[config.mk]
export PLATFORM = sky130hd
export DESIGN_NAME = midpoint_circle_rasterizer
export DESIGN_NICKNAME = d
export VERILOG_FILES = /design/src/design/mcr_pkg.sv /design/src/design/midpoint_circle_rasterizer.sv /design/src/design/mcr_front.sv /design/src/design/mcr_queue.sv /design/src/design/mcr_back.sv
export SDC_FILE = /design/constraint.sdc
export NUM_CORES = 1
export LEC_CHECK = 0
export BUFFER_PORTS_ARGS = -buffer_cell sky130_fd_sc_hd__buf_2
export CORE_MARGIN = 2
export CORE_UTILIZATION = 39
export CTS_BUF_LIST = sky130_fd_sc_hd__clkbuf_8
export DETAILED_ROUTE_END_ITERATION = 10
export GPL_TIMING_DRIVEN = 0
export PLACE_DENSITY = 0.63
export SYNTH_ARGS = -nofsm -noshare
export SYNTH_HDL_FRONTEND = slang
export SYNTH_HIERARCHICAL = 1
export SYNTH_SLANG_ARGS = --single-unit
[constraint.sdc]
create_clock -name clk -period 6 [get_ports clk]
set_clock_uncertainty 0.2 [all_clocks]
set_input_delay 0.6 -clock clk [delete_from_list [all_inputs] [get_ports clk]]
set_output_delay 0.6 -clock clk [all_outputs]
set_load 0.005 [all_outputs]
[src/design/mcr_pkg.sv]
`default_nettype none

package mcr_pkg;

    // drawing limits
    localparam int MAX_RADIUS  = 64;
    localparam int COORD_BITS  = 13;

    // field widths
    localparam int RADIUS_IN_BITS = 7;
    localparam int OFFSET_BITS    = 6;
    localparam int MASK_BITS      = 8;
    localparam int CFG_BITS       = 13;
    localparam int CFG_IDX_BITS   = 1;

    // internal recurrence widths
    localparam int RAD_BITS   = $clog2(MAX_RADIUS + 1);
    localparam int DIAM_BITS  = RAD_BITS + 1;
    localparam int STEP_BITS  = RAD_BITS + 2;
    localparam int ERR_BITS   = RAD_BITS + 4;
    localparam int PT_BITS    = COORD_BITS + RAD_BITS;

    // stream packing
    localparam int IN_DATA_BITS  = 40;
    localparam int OUT_DATA_BITS = 48;
    localparam int OUT_USED_BITS = 2 * COORD_BITS + 2 * OFFSET_BITS + MASK_BITS;

    // command queue
    localparam int QUEUE_DEPTH = 2;
    localparam int QPTR_BITS   = (QUEUE_DEPTH > 1) ? $clog2(QUEUE_DEPTH) : 1;
    localparam int QCNT_BITS   = $clog2(QUEUE_DEPTH + 1);

    // register indexes
    localparam logic [CFG_IDX_BITS-1:0] REG_SURFACE_WIDTH  = 1'b0;
    localparam logic [CFG_IDX_BITS-1:0] REG_SURFACE_HEIGHT = 1'b1;

    localparam logic [CFG_BITS-1:0] SURFACE_WIDTH_RESET  = 13'd640;
    localparam logic [CFG_BITS-1:0] SURFACE_HEIGHT_RESET = 13'd480;

    // circle command after classification
    typedef struct packed {
        logic [COORD_BITS-1:0] center_x;
        logic [COORD_BITS-1:0] center_y;
        logic [RAD_BITS-1:0]   radius;
    } cmd_t;

    // one result item
    typedef struct packed {
        logic [COORD_BITS-1:0]  center_x;
        logic [COORD_BITS-1:0]  center_y;
        logic [OFFSET_BITS-1:0] offset_major;
        logic [OFFSET_BITS-1:0] offset_minor;
        logic [MASK_BITS-1:0]   visible_mask;
        logic                   last;
    } result_t;

    // queue head handshake from the queue to the back
    typedef struct packed {
        logic valid;
        cmd_t cmd;
    } queue_out_t;

    // point inside surface test on a sign-extended coordinate pair
    function automatic logic inside_surface(
        logic [PT_BITS-1:0]  px,
        logic [PT_BITS-1:0]  py,
        logic [CFG_BITS-1:0] w,
        logic [CFG_BITS-1:0] h
    );
        logic in_x;
        logic in_y;
        in_x = !px[PT_BITS-1] && (px < PT_BITS'(w));
        in_y = !py[PT_BITS-1] && (py < PT_BITS'(h));
        return in_x && in_y;
    endfunction

    // visibility of the eight symmetric points
    function automatic logic [MASK_BITS-1:0] point_mask(
        logic [COORD_BITS-1:0] cx,
        logic [COORD_BITS-1:0] cy,
        logic [RAD_BITS-1:0]   a,
        logic [RAD_BITS-1:0]   b,
        logic [CFG_BITS-1:0]   w,
        logic [CFG_BITS-1:0]   h
    );
        logic [PT_BITS-1:0]   x_ext;
        logic [PT_BITS-1:0]   y_ext;
        logic [PT_BITS-1:0]   a_ext;
        logic [PT_BITS-1:0]   b_ext;
        logic [MASK_BITS-1:0] m;
        x_ext = {{(PT_BITS - COORD_BITS){cx[COORD_BITS-1]}}, cx};
        y_ext = {{(PT_BITS - COORD_BITS){cy[COORD_BITS-1]}}, cy};
        a_ext = PT_BITS'(a);
        b_ext = PT_BITS'(b);
        m[0] = inside_surface(x_ext + a_ext, y_ext - b_ext, w, h);
        m[1] = inside_surface(x_ext + a_ext, y_ext + b_ext, w, h);
        m[2] = inside_surface(x_ext - a_ext, y_ext - b_ext, w, h);
        m[3] = inside_surface(x_ext - a_ext, y_ext + b_ext, w, h);
        m[4] = inside_surface(x_ext + b_ext, y_ext - a_ext, w, h);
        m[5] = inside_surface(x_ext + b_ext, y_ext + a_ext, w, h);
        m[6] = inside_surface(x_ext - b_ext, y_ext - a_ext, w, h);
        m[7] = inside_surface(x_ext - b_ext, y_ext + a_ext, w, h);
        return m;
    endfunction

endpackage

`default_nettype wire

[src/design/midpoint_circle_rasterizer.sv]
// channel | direction | tdata fields, lowest bit first                          | tlast
// s_axis  | in        | center_x 13, center_y 13, radius 7, zero fill to 40     | -
// m_axis  | out       | echo_center_x 13, echo_center_y 13, offset_major 6,     | last
//         |           | offset_minor 6, visible_mask 8, zero fill to 48         |
// cfg     | in        | cfg_index 0 surface_width, 1 surface_height; 13-bit data| -
//
// a circle of radius r gives about 0.71*r items, one item per cycle while the output
// is not stalled, after a setup step; the rate is set by the single-step iterator
// a two-entry command queue lets the input side take commands while a circle runs
// a stalled output holds the iterator; zero radius commands are taken and dropped
// reset empties the queue, stops the iterator and sets the surface to 640 by 480
`default_nettype none

module midpoint_circle_rasterizer (
    input  logic                                clk,
    input  logic                                rst_n,
    input  logic                                s_tvalid,
    output logic                                s_tready,
    // center_x [12:0], center_y [25:13], radius [32:26]
    input  logic [mcr_pkg::IN_DATA_BITS-1:0]    s_tdata,
    output logic                                m_tvalid,
    input  logic                                m_tready,
    // echo_center_x [12:0], echo_center_y [25:13], offset_major [31:26],
    // offset_minor [37:32], visible_mask [45:38]
    output logic [mcr_pkg::OUT_DATA_BITS-1:0]   m_tdata,
    output logic                                m_tlast,
    input  logic                                cfg_we,
    input  logic [mcr_pkg::CFG_IDX_BITS-1:0]    cfg_index,
    input  logic [mcr_pkg::CFG_BITS-1:0]        cfg_data
);
    import mcr_pkg::*;

    logic [CFG_BITS-1:0] width_reg;
    logic [CFG_BITS-1:0] width_next;
    logic [CFG_BITS-1:0] height_reg;
    logic [CFG_BITS-1:0] height_next;

    logic       q_ready;
    logic       q_push;
    cmd_t       q_cmd;
    logic       q_pop;
    queue_out_t q_head;
    result_t    result;

    // configuration registers
    always_comb
    begin
        width_next  = width_reg;
        height_next = height_reg;
        if (cfg_we)
        begin
            unique case (cfg_index)
                REG_SURFACE_WIDTH:  width_next  = cfg_data;
                REG_SURFACE_HEIGHT: height_next = cfg_data;
                default:            width_next  = width_reg;
            endcase
        end
    end

    always_ff @(posedge clk or negedge rst_n)
    begin
        if (!rst_n)
        begin
            width_reg  <= SURFACE_WIDTH_RESET;
            height_reg <= SURFACE_HEIGHT_RESET;
        end
        else
        begin
            width_reg  <= width_next;
            height_reg <= height_next;
        end
    end

    // command intake
    mcr_front u_front (
        .s_tvalid (s_tvalid),
        .s_tready (s_tready),
        .s_tdata  (s_tdata),
        .q_ready  (q_ready),
        .q_push   (q_push),
        .q_cmd    (q_cmd)
    );

    // command queue
    mcr_queue u_queue (
        .clk      (clk),
        .rst_n    (rst_n),
        .push     (q_push),
        .push_cmd (q_cmd),
        .ready    (q_ready),
        .pop      (q_pop),
        .head     (q_head)
    );

    // circle iterator and output register
    mcr_back u_back (
        .clk            (clk),
        .rst_n          (rst_n),
        .surface_width  (width_reg),
        .surface_height (height_reg),
        .head           (q_head),
        .q_pop          (q_pop),
        .m_tvalid       (m_tvalid),
        .m_tready       (m_tready),
        .result         (result)
    );

    // pack the result item
    assign m_tdata = {{(OUT_DATA_BITS - OUT_USED_BITS){1'b0}},
                      result.visible_mask,
                      result.offset_minor,
                      result.offset_major,
                      result.center_y,
                      result.center_x};
    assign m_tlast = result.last;

endmodule

`default_nettype wire

[src/design/mcr_front.sv]
`default_nettype none

module mcr_front (
    input  logic                                s_tvalid,
    output logic                                s_tready,
    // center_x [12:0], center_y [25:13], radius [32:26], zero fill above
    input  logic [mcr_pkg::IN_DATA_BITS-1:0]    s_tdata,
    input  logic                                q_ready,
    output logic                                q_push,
    output mcr_pkg::cmd_t                       q_cmd
);
    import mcr_pkg::*;

    logic [COORD_BITS-1:0]     cx;
    logic [COORD_BITS-1:0]     cy;
    logic [RADIUS_IN_BITS-1:0] radius_in;
    logic                      radius_zero;

    // unpack the command
    assign cx        = s_tdata[COORD_BITS-1:0];
    assign cy        = s_tdata[2*COORD_BITS-1:COORD_BITS];
    assign radius_in = s_tdata[2*COORD_BITS+RADIUS_IN_BITS-1:2*COORD_BITS];
    assign radius_zero = (radius_in == '0);

    // saturate radius to the maximum
    always_comb
    begin
        q_cmd.center_x = cx;
        q_cmd.center_y = cy;
        if (int'(radius_in) > MAX_RADIUS)
        begin
            q_cmd.radius = RAD_BITS'(MAX_RADIUS);
        end
        else
        begin
            q_cmd.radius = RAD_BITS'(radius_in);
        end
    end

    // zero radius items are taken and dropped
    assign s_tready = q_ready;
    assign q_push   = s_tvalid && q_ready && !radius_zero;

endmodule

`default_nettype wire

[src/design/mcr_queue.sv]
`default_nettype none

module mcr_queue (
    input  logic                clk,
    input  logic                rst_n,
    input  logic                push,
    input  mcr_pkg::cmd_t       push_cmd,
    output logic                ready,
    input  logic                pop,
    output mcr_pkg::queue_out_t head
);
    import mcr_pkg::*;

    cmd_t                 entry_reg [QUEUE_DEPTH];
    logic [QPTR_BITS-1:0] wr_ptr_reg;
    logic [QPTR_BITS-1:0] wr_ptr_next;
    logic [QPTR_BITS-1:0] rd_ptr_reg;
    logic [QPTR_BITS-1:0] rd_ptr_next;
    logic [QCNT_BITS-1:0] count_reg;
    logic [QCNT_BITS-1:0] count_next;
    logic                 do_push;
    logic                 do_pop;

    assign ready    = (count_reg != QCNT_BITS'(QUEUE_DEPTH));
    assign do_push  = push && ready;
    assign do_pop   = pop && (count_reg != '0);

    assign head.valid = (count_reg != '0);
    assign head.cmd   = entry_reg[rd_ptr_reg];

    // pointer and fill count update
    always_comb
    begin
        wr_ptr_next = wr_ptr_reg;
        rd_ptr_next = rd_ptr_reg;
        count_next  = count_reg;
        if (do_push)
        begin
            wr_ptr_next = (int'(wr_ptr_reg) == QUEUE_DEPTH - 1) ? '0 : wr_ptr_reg + 1'b1;
        end
        if (do_pop)
        begin
            rd_ptr_next = (int'(rd_ptr_reg) == QUEUE_DEPTH - 1) ? '0 : rd_ptr_reg + 1'b1;
        end
        if (do_push && !do_pop)
        begin
            count_next = count_reg + 1'b1;
        end
        else if (do_pop && !do_push)
        begin
            count_next = count_reg - 1'b1;
        end
    end

    always_ff @(posedge clk or negedge rst_n)
    begin
        if (!rst_n)
        begin
            wr_ptr_reg <= '0;
            rd_ptr_reg <= '0;
            count_reg  <= '0;
        end
        else
        begin
            wr_ptr_reg <= wr_ptr_next;
            rd_ptr_reg <= rd_ptr_next;
            count_reg  <= count_next;
        end
    end

    // entry storage
    always_ff @(posedge clk)
    begin
        if (do_push)
        begin
            entry_reg[wr_ptr_reg] <= push_cmd;
        end
    end

endmodule

`default_nettype wire

[src/design/mcr_back.sv]
`default_nettype none

module mcr_back (
    input  logic                            clk,
    input  logic                            rst_n,
    input  logic [mcr_pkg::CFG_BITS-1:0]    surface_width,
    input  logic [mcr_pkg::CFG_BITS-1:0]    surface_height,
    input  mcr_pkg::queue_out_t             head,
    output logic                            q_pop,
    output logic                            m_tvalid,
    input  logic                            m_tready,
    output mcr_pkg::result_t                result
);
    import mcr_pkg::*;

    logic                  busy_reg;
    logic                  busy_next;
    logic [RAD_BITS-1:0]   a_reg;
    logic [RAD_BITS-1:0]   a_next;
    logic [RAD_BITS-1:0]   b_reg;
    logic [RAD_BITS-1:0]   b_next;
    logic [STEP_BITS-1:0]  major_step_reg;
    logic [STEP_BITS-1:0]  major_step_next;
    logic [STEP_BITS-1:0]  minor_step_reg;
    logic [STEP_BITS-1:0]  minor_step_next;
    logic [ERR_BITS-1:0]   err_reg;
    logic [ERR_BITS-1:0]   err_next;
    logic [DIAM_BITS-1:0]  diam_reg;
    logic [DIAM_BITS-1:0]  diam_next;
    logic [COORD_BITS-1:0] cx_reg;
    logic [COORD_BITS-1:0] cx_next;
    logic [COORD_BITS-1:0] cy_reg;
    logic [COORD_BITS-1:0] cy_next;
    logic                  out_valid_reg;
    logic                  out_valid_next;
    result_t               out_reg;
    result_t               out_next;

    logic                  start;
    logic                  advance;
    logic [ERR_BITS-1:0]   err_b;
    logic [RAD_BITS-1:0]   b_step;
    logic [STEP_BITS-1:0]  minor_step_b;
    logic [ERR_BITS-1:0]   err_a;
    logic [RAD_BITS-1:0]   a_step;
    logic [STEP_BITS-1:0]  major_step_a;
    logic                  more;

    assign start   = !busy_reg && head.valid;
    assign advance = busy_reg && (!out_valid_reg || m_tready);
    assign q_pop   = start;

    // one recurrence iteration
    always_comb
    begin
        err_b        = err_reg;
        b_step       = b_reg;
        minor_step_b = minor_step_reg;
        if (err_reg[ERR_BITS-1] || (err_reg == '0))
        begin
            b_step       = b_reg + 1'b1;
            err_b        = err_reg + ERR_BITS'(minor_step_reg);
            minor_step_b = minor_step_reg + STEP_BITS'(2);
        end
        err_a        = err_b;
        a_step       = a_reg;
        major_step_a = major_step_reg;
        if (!err_b[ERR_BITS-1] && (err_b != '0))
        begin
            a_step       = a_reg - 1'b1;
            major_step_a = major_step_reg + STEP_BITS'(2);
            err_a        = err_b + ERR_BITS'(major_step_a) - ERR_BITS'(diam_reg);
        end
        more = (a_step >= b_step);
    end

    // circle setup and iteration state
    always_comb
    begin
        busy_next       = busy_reg;
        a_next          = a_reg;
        b_next          = b_reg;
        major_step_next = major_step_reg;
        minor_step_next = minor_step_reg;
        err_next        = err_reg;
        diam_next       = diam_reg;
        cx_next         = cx_reg;
        cy_next         = cy_reg;
        if (start)
        begin
            busy_next       = 1'b1;
            a_next          = head.cmd.radius - 1'b1;
            b_next          = '0;
            major_step_next = STEP_BITS'(1);
            minor_step_next = STEP_BITS'(1);
            diam_next       = {head.cmd.radius, 1'b0};
            err_next        = ERR_BITS'(1) - ERR_BITS'({head.cmd.radius, 1'b0});
            cx_next         = head.cmd.center_x;
            cy_next         = head.cmd.center_y;
        end
        else if (advance)
        begin
            busy_next       = more;
            a_next          = a_step;
            b_next          = b_step;
            major_step_next = major_step_a;
            minor_step_next = minor_step_b;
            err_next        = err_a;
        end
    end

    // output register
    always_comb
    begin
        out_next              = out_reg;
        out_valid_next        = out_valid_reg && !m_tready;
        if (advance)
        begin
            out_valid_next        = 1'b1;
            out_next.center_x     = cx_reg;
            out_next.center_y     = cy_reg;
            out_next.offset_major = a_reg[OFFSET_BITS-1:0];
            out_next.offset_minor = b_reg[OFFSET_BITS-1:0];
            out_next.visible_mask = point_mask(cx_reg, cy_reg, a_reg, b_reg,
                                               surface_width, surface_height);
            out_next.last         = !more;
        end
    end

    always_ff @(posedge clk or negedge rst_n)
    begin
        if (!rst_n)
        begin
            busy_reg      <= 1'b0;
            out_valid_reg <= 1'b0;
        end
        else
        begin
            busy_reg      <= busy_next;
            out_valid_reg <= out_valid_next;
        end
    end

    always_ff @(posedge clk)
    begin
        a_reg          <= a_next;
        b_reg          <= b_next;
        major_step_reg <= major_step_next;
        minor_step_reg <= minor_step_next;
        err_reg        <= err_next;
        diam_reg       <= diam_next;
        cx_reg         <= cx_next;
        cy_reg         <= cy_next;
        out_reg        <= out_next;
    end

    assign m_tvalid = out_valid_reg;
    assign result   = out_reg;

`ifndef SYNTHESIS
    // the octant walk never runs past the diagonal
    a_octant: assert property (@(posedge clk) disable iff (!rst_n)
        busy_reg |-> (a_reg >= b_reg))
        else $error("major offset below minor offset while drawing");

    // a last item ends the circle
    a_last_ends: assert property (@(posedge clk) disable iff (!rst_n)
        (advance && out_next.last) |=> !busy_reg)
        else $error("circle still running after last item");

    // an empty output slot is always filled while drawing
    a_progress: assert property (@(posedge clk) disable iff (!rst_n)
        (busy_reg && !out_valid_reg) |=> out_valid_reg)
        else $error("iteration stalled with a free output slot");

    // a running circle always has a nonzero diameter
    a_diam: assert property (@(posedge clk) disable iff (!rst_n)
        busy_reg |-> (diam_reg != '0))
        else $error("zero radius circle reached the iterator");
`endif

endmodule

`default_nettype wire
==> results.json <==
{
  "place_congestion": 0.907,
  "drc": 0,
  "path_cells": "fa_1, a211oi_1, o211ai_1, a21o_1, a32oi_1, or4b_1, buf_2, o21ai_2, buf_4, buf_4, nand2_1, o21ai_0, ha_1, a21o_1, a21o_1, a21o_1, a21o_1, a21oi_1, nor2b_1, o32a_1",
  "start_kind": "register",
  "cts_htree_levels": 2,
  "routed_wl_microns": 35800,
  "area_delta_synth_final_pct": 13.4,
  "min_period_ns": 5.51,
  "io_buffers": 74,
  "whs_path_depth": 1,
  "start_util_pct": 39.3,
  "crit_fanout": 10,
  "vdd_ir_drop_max_mv": 0.329,
  "insertion_delay_ns": 0.57,
  "period_share_pct": 91.9,
  "viasPerCell": 5.15,
  "cts-buffers-inserted": 40,
  "maxCapViolCount": 0,
  "arrival_ns": 5.76,
  "synth_flop_cell": "edfxtp_1",
  "p_leak_nw": 7.21,
  "grt_pass1_wl_microns": 57200,
  "synth_warnings": 6,
  "cp_slowest_cell": "edfxtp_1",
  "slew_violations": 0,
  "max_freq_ghz": 0.181,
  "cp.depth": 20,
  "drive_above_1_share_pct": 16.8,
  "antenna_cells": 0,
  "io_pins": 110,
  "outcome": "completed",
  "place_area_sq_mm": 0.0162,
  "syn_area_sq_mm": 0.0151,
  "grt_use_total_pct": 17.8,
  "worstMarginPinSlew_ns": 0.879,
  "p_per_area_mw_per_mm2": 545,
  "finalHoldViolations": 0,
  "dieWidth_microns": 201,
  "rsz0062_at_grt": "false",
  "dp_slack_ns": 0.534,
  "ys_types": 76,
  "clock-root-buffer": "clkbuf_8",
  "relSlewSlack_pct": 40.9,
  "antenna_found_initial": 0,
  "die_h_microns": 201,
  "rr_worst_depth": 20,
  "cts_repair_resize_count": 0,
  "cts.sinks": 219,
  "core-area_sq_mm": 0.0385,
  "setup_viol": 0,
  "cp_common_cell": "a21o_1",
  "vias": 10700,
  "tritoncts": "done",
  "required_ns": 6.24,
  "hp-class": "primary input to register",
  "yosysSeqAreaShare_pct": 41.0,
  "dp_hpwl_microns": 27600,
  "final.setup.tns_ns": 0,
  "final_common_cell": "ha_1",
  "fin_nets": 1780,
  "largest_reg_flops": 66,
  "dr.pass1.iters": 5,
  "core.rowCount": 72,
  "path_buf_inv": 3,
  "die_area_sq_mm": 0.0404,
  "synth-seq-cells": 219,
  "ant_nets": 0,
  "grt_pass1_vias": 10700,
  "dpl.cell_count": 1983,
  "grt_overflow": 0,
  "path_clk_slew_ns": 0.06,
  "avgSynthCellArea_sq_um": 10.9,
  "final_cell_area_sq_mm": 0.0171,
  "final_cells": 2069,
  "critPathCaptureType": "register",
  "critPathMaxStageDelay_ns": 0.51,
  "fin_util_pct": 44.6,
  "drtIter0Drc": 671,
  "synth-edff-count": 164,
  "synthCells": 1387,
  "wl_per_cell_microns": 17.3,
  "fillers": 3586,
  "worst-setup-path-type": "register to register",
  "synth_async_sr_flop_share_pct": 14.6,
  "clock_path_buffers": 3,
  "worst_slack_ns": 0.488,
  "final_cell_mix": "184 x ha_1, 164 x edfxtp_1, 116 x inv_1",
  "grt_max_degree": 35,
  "path_delay_family": "compound AO/OA/AOI/OAI gates"
}
-- Yosys cell counts, types with 12 or more instances --
master | count | area (sq um)
nand3_1 | 27 | 135
nor2_1 | 103 | 387
buf_4 | 31 | 233
dfxtp_1 | 23 | 460
inv_1 | 103 | 387
a21boi_0 | 16 | 120
o21a_1 | 35 | 263
nand2_1 | 70 | 263
fa_1 | 16 | 320
a21oi_1 | 61 | 305
a21o_1 | 23 | 173
ha_1 | 184 | 2300
o211ai_1 | 17 | 128
nor2b_1 | 14 | 87.6
clkbuf_1 | 20 | 75.1
mux2_2 | 22 | 248
mux2_4 | 39 | 586
o21ai_0 | 57 | 285
xor2_1 | 43 | 377
nor3_1 | 32 | 160
o21bai_1 | 12 | 90.1
dfrtp_1 | 26 | 651
xnor2_1 | 82 | 718
edfxtp_1 | 164 | 4920
-- worst paths after layout --
path                                    from                      end  slack [ns]
max                        u_back/err_reg[0]          u_back/busy_reg        0.49
min                              s_tdata[13]  u_queue/entry_reg[1][7]        0.02
max reg2reg                u_back/err_reg[0]          u_back/busy_reg        0.49
min reg2reg                u_back/cx_reg[11]        u_back/result[45]        0.25
max in group asynchronous              rst_n            height_reg[0]        4.57
min in group asynchronous              rst_n            width_reg[11]        0.49
-- routing by layer --
layer	global-route usage, %	routed length (microns)	vias up
li1	-	-	5254
met1	24.7	17000	5042
met2	28.1	15800	304
met3	3.07	2050	62
met4	6.06	953	0
met5	0	0	-
-- layout make-up --
cell class	instances	area (sq um)	area share [%]
inverter	104	390	2.28
sequential	219	6190	36.1
tap	518	648	3.78
clock inverter	29	200	1.17
buffer	65	450	2.63
multi-input combinational	1000	8100	47.2
clock buffer	43	592	3.45
timing repair buffer	91	571	3.33
-- through the flow --
step | hold WS, ns | total power [mW]
2_1_floorplan | 0.104 | 6.55
3_3_place_gp | 0.238 | 7.77
3_5_place_dp | 0.239 | 7.93
4_1_cts | 0.000577 | 9.40
5_1_grt | 0.000662 | 10.2
6_report | 0.0233 | 9.35
-- cell families (layout without fill, tap and decap cells) --
logic type               Yosys count  after routing  synth area share, %
AND/OR/NAND/NOR                  315            315                 10.2
AO/OA/AOI/OAI                    292            292                 12.9
multiplexers                      66             66                 5.84
flip-flops                       219            219                 41.0
buffers and inverters            169            332                 5.55
adder cells (fa/ha/maj)          200            200                 17.3
other                              1              2               0.0248
XOR/XNOR                         125            125                 7.24
-- report_power, final --
group	internal, mW	leakage, nW	switching [mW]
registers	2.22	2.10	0.394
clock network	0.756	0.454	0.643
logic	2.42	4.66	2.92
-- repair_timing --
| item | in CTS | in global routing |
|---|---|---|
| setup endpoints to repair | 0 | 0 |
| hold buffers | 12 | 2 |
| endpoints found under the hold margin | 46 | 4 |
| setup buffers | 0 | 0 |
Note: power is estimated with default switching activity, not from simulation.
